===== src/design/otb_pkg.sv =====
// ----------------------------------------------------------------------------
// otb_pkg: shared types and codes for the one-shot timer bank
// Word layouts for both channels, operation codes and the store command.
// ----------------------------------------------------------------------------
package otb_pkg;

    localparam int OTB_SLOTS = 16;
    localparam int OP_W      = 3;
    localparam int SLOT_W    = 5;
    localparam int TICK_W    = 16;

    localparam logic [OP_W-1:0] OP_TICK   = 3'd0;
    localparam logic [OP_W-1:0] OP_START  = 3'd1;
    localparam logic [OP_W-1:0] OP_CANCEL = 3'd2;
    localparam logic [OP_W-1:0] OP_CHECK  = 3'd3;
    localparam logic [OP_W-1:0] OP_RESET  = 3'd4;

    typedef struct packed {
        logic [OP_W-1:0]   op;
        logic [SLOT_W-1:0] slot_id;
        logic [TICK_W-1:0] delay_ticks;
    } t_in_word;

    typedef struct packed {
        logic              status;
        logic [SLOT_W-1:0] slot_out;
        logic              expired;
    } t_out_word;

    // One write port and one read address into the slot store.
    typedef struct packed {
        logic              clear;
        logic              wr_target;
        logic              wr_count;
        logic [SLOT_W-1:0] addr;
        logic [TICK_W-1:0] target;
        logic [TICK_W-1:0] count;
    } t_store_cmd;

endpackage


===== src/design/otb_store.sv =====
// ----------------------------------------------------------------------------
// otb_store: per-slot target and counter registers
// One addressed write and read per cycle; a clear empties every slot at once.
// ----------------------------------------------------------------------------
module otb_store
    import otb_pkg::*;
#(
    parameter int SLOTS = OTB_SLOTS
) (
    input  logic              i_clk,
    input  logic              i_rst_n,
    input  t_store_cmd        i_cmd,
    output logic [TICK_W-1:0] o_rd_target,
    output logic [TICK_W-1:0] o_rd_count
);

    localparam int IDX_W = (SLOTS > 1) ? $clog2(SLOTS) : 1;

    logic [TICK_W-1:0] r_target [SLOTS];
    logic [TICK_W-1:0] r_count  [SLOTS];
    logic [IDX_W-1:0]  addr;

    assign addr        = i_cmd.addr[IDX_W-1:0];
    assign o_rd_target = r_target[addr];
    assign o_rd_count  = r_count[addr];

    always_ff @(posedge i_clk) begin
        if (!i_rst_n || i_cmd.clear) begin
            for (int i = 0; i < SLOTS; i++) begin
                r_target[i] <= '0;
                r_count[i]  <= '0;
            end
        end else begin
            if (i_cmd.wr_target) begin
                r_target[addr] <= i_cmd.target;
            end
            if (i_cmd.wr_count) begin
                r_count[addr] <= i_cmd.count;
            end
        end
    end

endmodule


===== src/design/one_shot_timer_bank.sv =====
// ----------------------------------------------------------------------------
// one_shot_timer_bank: pool of one-shot timers
// Start, cancel, check and tick operations over a bank of 16-bit timers.
// ----------------------------------------------------------------------------
// Channel  Direction  Handshake                 Word
// in       input      i_in_valid / o_in_stall   t_in_word  (op, slot_id, delay_ticks)
// out      output     o_out_valid / i_out_stall t_out_word (status, slot_out, expired)
//
// A tick with active slots, and a start that looks for a free slot, walk the
// slots one per cycle through a single incrementer/test.
// Check reads its slot in a state of its own (S_CHECK) before its result is ready.
// Reset (synchronous, i_rst_n low) and the reset-all operation clear every slot.
// A finished word waits in the output register while the next word is taken;
// a result not yet handed to it holds the sequencer until i_out_stall drops.
// ----------------------------------------------------------------------------
module one_shot_timer_bank
    import otb_pkg::*;
#(
    parameter int SLOTS = OTB_SLOTS
) (
    input  logic      i_clk,
    input  logic      i_rst_n,
    input  logic      i_in_valid,
    output logic      o_in_stall,
    input  t_in_word  i_in_data,
    output logic      o_out_valid,
    input  logic      i_out_stall,
    output t_out_word o_out_data
);

    localparam int IDX_W = (SLOTS > 1) ? $clog2(SLOTS) : 1;
    localparam int CNT_W = $clog2(SLOTS + 1);
    localparam logic [SLOT_W-1:0] NONE_CODE = SLOT_W'((SLOTS < 32) ? SLOTS : 31);
    localparam logic [IDX_W-1:0]  LAST_IDX  = IDX_W'(SLOTS - 1);

    localparam logic [2:0] S_IDLE  = 3'd0;
    localparam logic [2:0] S_TICK  = 3'd1;
    localparam logic [2:0] S_FIND  = 3'd2;
    localparam logic [2:0] S_CHECK = 3'd3;
    localparam logic [2:0] S_DONE  = 3'd4;

    logic [2:0]        r_state, n_state;
    logic [SLOT_W-1:0] r_sid, n_sid;
    logic [TICK_W-1:0] r_delay, n_delay;
    logic [IDX_W-1:0]  r_idx, n_idx;
    logic [SLOTS-1:0]  r_mask, n_mask;
    logic [CNT_W-1:0]  r_cnt, n_cnt;
    t_out_word         r_res, n_res;
    t_out_word         r_out, n_out;
    logic              r_out_valid, n_out_valid;

    t_store_cmd        cmd;
    logic [TICK_W-1:0] rd_target;
    logic [TICK_W-1:0] rd_count;
    logic              in_ok;
    logic [IDX_W-1:0]  in_idx;
    logic [IDX_W-1:0]  sid_idx;

    otb_store #(
        .SLOTS (SLOTS)
    ) u_store (
        .i_clk       (i_clk),
        .i_rst_n     (i_rst_n),
        .i_cmd       (cmd),
        .o_rd_target (rd_target),
        .o_rd_count  (rd_count)
    );

    assign o_in_stall  = (r_state != S_IDLE);
    assign o_out_valid = r_out_valid;
    assign o_out_data  = r_out;

    assign in_ok   = ({1'b0, i_in_data.slot_id} < (SLOT_W + 1)'(SLOTS));
    assign in_idx  = i_in_data.slot_id[IDX_W-1:0];
    assign sid_idx = r_sid[IDX_W-1:0];

    always_comb begin
        n_state     = r_state;
        n_sid       = r_sid;
        n_delay     = r_delay;
        n_idx       = r_idx;
        n_mask      = r_mask;
        n_cnt       = r_cnt;
        n_res       = r_res;
        n_out       = r_out;
        n_out_valid = r_out_valid;
        cmd         = '0;
        cmd.addr    = SLOT_W'(r_idx);

        if (r_out_valid && !i_out_stall) begin
            n_out_valid = 1'b0;
        end

        case (r_state)
            S_IDLE: begin
                if (i_in_valid) begin
                    n_sid            = i_in_data.slot_id;
                    n_delay          = i_in_data.delay_ticks;
                    n_idx            = '0;
                    n_res.status     = 1'b0;
                    n_res.slot_out   = in_ok ? i_in_data.slot_id : NONE_CODE;
                    n_res.expired    = 1'b0;
                    n_state          = S_DONE;
                    cmd.addr         = i_in_data.slot_id;
                    case (i_in_data.op)
                        OP_TICK: begin
                            if (r_cnt != '0) begin
                                n_state = S_TICK;
                            end
                        end
                        OP_START: begin
                            if (r_cnt >= CNT_W'(SLOTS)) begin
                                n_res.status = 1'b1;
                            end else if (in_ok) begin
                                cmd.wr_target = 1'b1;
                                cmd.wr_count  = 1'b1;
                                cmd.target    = i_in_data.delay_ticks;
                                cmd.count     = '0;
                            end else begin
                                n_state = S_FIND;
                            end
                        end
                        OP_CANCEL: begin
                            n_res.slot_out = NONE_CODE;
                            if (in_ok) begin
                                n_mask[in_idx] = 1'b0;
                                cmd.wr_target  = 1'b1;
                                cmd.target     = '0;
                                if (r_cnt != '0) begin
                                    n_cnt = r_cnt - CNT_W'(1);
                                end else begin
                                    n_res.status = 1'b1;
                                end
                            end
                        end
                        OP_CHECK: begin
                            if (in_ok) begin
                                n_state = S_CHECK;
                            end else begin
                                n_res.expired = 1'b1;
                            end
                        end
                        OP_RESET: begin
                            cmd.clear = 1'b1;
                            n_mask    = '0;
                            n_cnt     = '0;
                        end
                        default: ;
                    endcase
                end
            end
            S_TICK: begin
                // advance every active counter, one slot a cycle
                if (r_mask[r_idx]) begin
                    cmd.wr_count = 1'b1;
                    cmd.count    = rd_count + 16'd1;
                end
                if (r_idx == LAST_IDX) begin
                    n_state = S_DONE;
                end else begin
                    n_idx = r_idx + IDX_W'(1);
                end
            end
            S_FIND: begin
                // claim the lowest free slot
                if (!r_mask[r_idx]) begin
                    cmd.wr_target  = 1'b1;
                    cmd.wr_count   = 1'b1;
                    cmd.target     = r_delay;
                    cmd.count      = '0;
                    n_mask[r_idx]  = 1'b1;
                    n_cnt          = r_cnt + CNT_W'(1);
                    n_res.slot_out = SLOT_W'(r_idx);
                    n_state        = S_DONE;
                end else if (r_idx == LAST_IDX) begin
                    n_res.status   = 1'b1;
                    n_res.slot_out = NONE_CODE;
                    n_state        = S_DONE;
                end else begin
                    n_idx = r_idx + IDX_W'(1);
                end
            end
            S_CHECK: begin
                cmd.addr = r_sid;
                n_state  = S_DONE;
                if (!r_mask[sid_idx]) begin
                    n_res.expired = 1'b1;
                end else if (rd_target <= rd_count) begin
                    // elapsed: free the slot
                    n_mask[sid_idx] = 1'b0;
                    cmd.wr_target   = 1'b1;
                    cmd.target      = '0;
                    n_res.slot_out  = NONE_CODE;
                    if (r_cnt != '0) begin
                        n_cnt         = r_cnt - CNT_W'(1);
                        n_res.expired = 1'b1;
                    end else begin
                        n_res.status = 1'b1;
                    end
                end
            end
            S_DONE: begin
                // hand the word over once the output register is free
                if (!r_out_valid || !i_out_stall) begin
                    n_out       = r_res;
                    n_out_valid = 1'b1;
                    n_state     = S_IDLE;
                end
            end
            default: begin
                n_state = S_IDLE;
            end
        endcase
    end

    always_ff @(posedge i_clk) begin
        if (!i_rst_n) begin
            r_state     <= S_IDLE;
            r_idx       <= '0;
            r_mask      <= '0;
            r_cnt       <= '0;
            r_out_valid <= 1'b0;
        end else begin
            r_state     <= n_state;
            r_idx       <= n_idx;
            r_mask      <= n_mask;
            r_cnt       <= n_cnt;
            r_out_valid <= n_out_valid;
        end
    end

    always_ff @(posedge i_clk) begin
        r_sid   <= n_sid;
        r_delay <= n_delay;
        r_res   <= n_res;
        r_out   <= n_out;
    end

endmodule


===== config.mk =====
export PLATFORM = sky130hd
export DESIGN_NAME = one_shot_timer_bank
export DESIGN_NICKNAME = d
export VERILOG_FILES = /design/src/design/otb_pkg.sv /design/src/design/otb_store.sv /design/src/design/one_shot_timer_bank.sv
export SDC_FILE = /design/constraint.sdc
export NUM_CORES = 1
export LEC_CHECK = 0
export BUFFER_PORTS_ARGS = -buffer_cell sky130_fd_sc_hd__buf_2
export CORE_ASPECT_RATIO = 1.75
export CORE_UTILIZATION = 63
export DETAILED_ROUTE_END_ITERATION = 8
export GPL_TIMING_DRIVEN = 0
export PLACE_DENSITY = 0.9
export SLEW_MARGIN = 20
export SYNTH_ARGS = -nofsm -noshare
export SYNTH_HDL_FRONTEND = slang
export SYNTH_SLANG_ARGS = --single-unit

===== constraint.sdc =====
create_clock -name i_clk -period 8.5 [get_ports i_clk]
set_clock_uncertainty 0.15 [all_clocks]
set_input_delay 0.85 -clock i_clk [delete_from_list [all_inputs] [get_ports i_clk]]
set_output_delay 0.85 -clock i_clk [all_outputs]
set_load 0.01 [all_outputs]

==> summary.md <==
| Metric | Value |
|---|---|
| Status | finished, violations left |
| Violated checks | design-rule violations |
| Lkg Pwr | 0.0103 uW |
| Achievable clock frequency | 118 MHz |
| Slew @ Worst Pin | 1.25 ns |
| Worst Path Arrival | 8.56 ns |
| Max FO, Critical Path | 16 |
| Longest Clk Path Bufs | 3 |
| Core ar. | 0.0424 sq mm |
| DRT antenna net count | 0 |
| Yosys warning total | 0 |
| Number of synthesized register bits | 575 |
| Worst hold slack | 0.281 ns |
| Register area share after synthesis | 0.627 |
| CTS Buf Count | 50 |
| DR vias | 21581 |
| R2r endpoint | u_store.r_target[0][14]$_SDFFCE_PN0P_ |
| Synth top area cells | edfxtp_1 (61%), nor2_1 (7.8%), nand2_1 (6.0%) |
| Initial Utilization | 0.639 |
| Gr usage total | 0.392 |
| Worst Setup End Kind | flop |
| Main synth FF type | edfxtp_1 |
| Area post-placement | 0.0280 sq mm |
| R2R Setup Slk | 0.10 ns |
| Minimum clock period | 8.47 ns |
| Post-synthesis cell type count | 73 |
| Number of buffers added on ports | 33 |
| Share of layout cells above drive strength 1 | 0.0989 |
| Complex-gate fraction of the synthesized area | 0.0724 |
| Post-Synthesis Cell Area | 0.0271 sq mm |
| Worst reg2reg startpoint | r_idx[0]$_SDFFE_PN0P_ |
| Initial antenna violation count | 1 |
| GRT met3 Usage | 0.0722 |
| Final HPWL DP | 60.0 mm |
| Largest net degree at the start of global routing | 24 |
| Tot Pwr | 6500 uW |
| CP startpoint kind | input pin |
| Number of flops mapped to enable cells by yosys | 546 |
| Die area | 0.0439 sq mm |
| Slew Viols, Final | 0 |
| Drt first pass iters | 9 |
| Hold path depth | 0 |
| Num ports | 37 |
| GR Util met1 | 0.415 |
| WL final | 86.1 mm |
| CTS tree | built |
| VDD IR-drop max | 0.000198 V |
| HP Class | reg2reg |
| Final hold vios | 0 |
| Synth async-reset ratio | 0 |
| Largest family of logic cells by synthesized area | simple AND/OR/NAND/NOR gates |
| Mux share of post-synthesis cell area | 0.0541 |
| Post-synthesis adder-cell area fraction | 0.0111 |
| Num rows | 100 |
| Filler cells | 2928 |
| Die Ht | 276 microns |
| DR WL/cell | 27.1 microns |
| DRC viols | 1 |
| GP Congestion | 1.02 |
| # Post-CTS Setup Buffers | 0 |
| Vias/cell | 6.78 |
| Max cap viols | 0 |
| Post-Synth Simple-Gate Area | 0.195 |
| Grt peak-use layer | met2 |
| Synth area leader | edfxtp_1 |
| Reg clk slew, reported paths | 0.07 ns |
| Post-Syn Nets | 2546 |
| Clk_lat worst skew | 0.60 ns |
| CTS Hold Bufs | 0 |
| Setup CP Type | in2reg |
| Cells after Synth | 2494 |
| Fin nets | 2631 |
| H-tree depth | 2 |
| Vias in the first global route | 21355 |
| Reg2Reg Depth | 21 |
| Min-Delay Endpoint | o_out_data[0]$_DFFE_PP_ |
| # setup viols final | 0 |
| Clock root cell | clkbuf_16 |
| Tcrit/Tclk final | 0.996 |
| Final WS setup | 0.0312 ns |
| Die width | 159 microns |
| Syn avg cell area | 10.9 sq um |
| Share of the synthesized area in the top cell type | 0.605 |
| CP Data Required Time | 8.59 ns |
| RSZ-0062 raised after global routing | no |
| Worst hold start | r_res[0]$_SDFFCE_PP1P_ |
| Most frequent cell after synthesis | nor2_1 |
| Grt total ovfl | 0 |
| Non-Filler Cell Area, Final | 0.0297 sq mm |
| Max-slew headroom | 0.164 |
| M2 GR Usage | 0.658 |
| First-pass GRT wire length | 126 mm |
| Pre-CTS setup slack | -1.31 ns |
| Initial DRC count | 3010 |
| Synth top cells by count | nor2_1 (565), edfxtp_1 (546), nand2_1 (432), nand3_1 (152), clkbuf_1 (124) |
| Synth-to-Final Area Change | 9.60% |
| TritonCTS Sinks | 575 |
| Power per cell area | 219 mW/mm^2 |
| XOR/XNOR Fraction of Synth Area | 0.00688 |
power by group:
group | total (uW) | leakage, uW | switching [uW] | internal (uW)
logic | 943 | 0.00360 | 683 | 260
clock network | 2290 | 0.000767 | 1050 | 1240
registers | 3260 | 0.00589 | 41.0 | 3220
critical path: stages:
cell	delay, ns
buf_2	0.10
clkbuf_1	0.42
nand4bb_1	0.18
a21oi_2	0.22
a221o_1	0.41
clkbuf_1	0.51
clkbuf_2	0.39
clkbuf_1	0.51
buf_2	0.50
nand3_1	0.12
a21oi_1	0.62
nor4_1	0.17
ha_1	0.34
nand2_1	0.10
o21bai_1	0.17
a21oi_1	0.13
o211ai_1	0.12
a21boi_0	0.23
o21ai_2	0.20
a311oi_2	0.58
nor3_1	0.18
nand2_1	0.43
clkbuf_1	0.67
nand2_4	0.35
cells by family (layout without fill, tap and decap cells):
| kind of cell | Yosys count | after routing |
|---|---|---|
| xor+xnor | 17 | 17 |
| buf+inv | 213 | 337 |
| simple gates | 1261 | 1261 |
| flops | 575 | 575 |
| mux | 103 | 103 |
| fa+ha+maj | 24 | 24 |
| other cells | 0 | 2 |
| compound gates | 301 | 301 |
per-stage QoR:
stage | setup TNS [ns] | instances | util
4_1_cts | 0 | 3178 | 0.698
5_1_grt | 0 | 3180 | 0.700
3_3_place_gp | -340.27 | 3088 | 0.659
2_1_floorplan | 0 | 2494 | -
3_5_place_dp | -359.19 | 3088 | 0.659
6_report | 0 | 3181 | 0.700
worst max path at each step:
stage                                        from                                     to  slack (ns)
after floorplan                        i_in_valid  u_store.r_target[11][0]$_SDFFCE_PN0P_        2.16
final                               i_in_data[16]  u_store.r_target[0][14]$_SDFFCE_PN0P_        0.03
after detailed placement               i_in_valid   u_store.r_target[0][9]$_SDFFCE_PN0P_       -1.31
after CTS                 r_state[2]$_SDFFE_PN0P_   u_store.r_target[2][8]$_SDFFCE_PN0P_        0.05
after global routing      r_state[1]$_SDFFE_PN0P_  u_store.r_target[15][2]$_SDFFCE_PN0P_        0.10
after global placement              i_in_data[17]  u_store.r_target[0][11]$_SDFFCE_PN0P_       -1.28
per-layer routing:
layer  share of wire  routed length [microns]
met5               0                        0
met4            0.11                     9690
met3            0.10                     8780
met2            0.49                    41900
met1            0.30                    25700
final cells by class:
type / count / area [sq um] / area share
diodes: 2 / 5.00 / 0.000169
clock inverters: 29 / 288 / 0.00969
inverters: 28 / 105 / 0.00354
repair buffers: 36 / 188 / 0.00632
plain buffers: 182 / 828 / 0.0279
well taps: 561 / 702 / 0.0236
multi-input cells: 1706 / 9310 / 0.313
clock buffers: 62 / 1300 / 0.0437
flip-flops and latches: 575 / 17000 / 0.572
cells in the final DEF (no fill, tap or decap), drive strengths merged, types with 8 or more instances in the layout:
cell / netlist / routed
a311oi: 14 / 14
a21oi: 97 / 97
nand3: 152 / 152
clkinv: 0 / 20
and3: 19 / 19
buf: 61 / 88
edfxtp: 546 / 546
a31oi: 9 / 9
nor4: 20 / 20
o221ai: 9 / 9
a22oi: 28 / 28
a21o: 8 / 8
mux4: 33 / 33
o21ai: 67 / 67
nand2b: 15 / 15
o211ai: 16 / 16
mux2i: 53 / 53
ha: 24 / 24
clkbuf: 124 / 192
nand2: 433 / 433
inv: 28 / 29
mux2: 17 / 17
nor3: 21 / 21
nor2: 565 / 565
dfxtp: 29 / 29
nand4: 13 / 13
xnor2: 14 / 14
timing repair:
item                                    4_1_cts  5_1_grt
gates resized for setup                      27       32
endpoints found under the setup margin      284      420
pin swaps                                     0        0
endpoints found under the hold margin         0        0
state kept, by name, indices dropped and copies added, names as in the netlist, 5 cells and up:
register / flops
u_store.r_target: 256
u_store.r_count: 256
r_cnt: 5
r_delay: 16
o_out_data: 7
r_mask: 16
r_res: 7
Note: power is estimated with default switching activity, not from simulation.
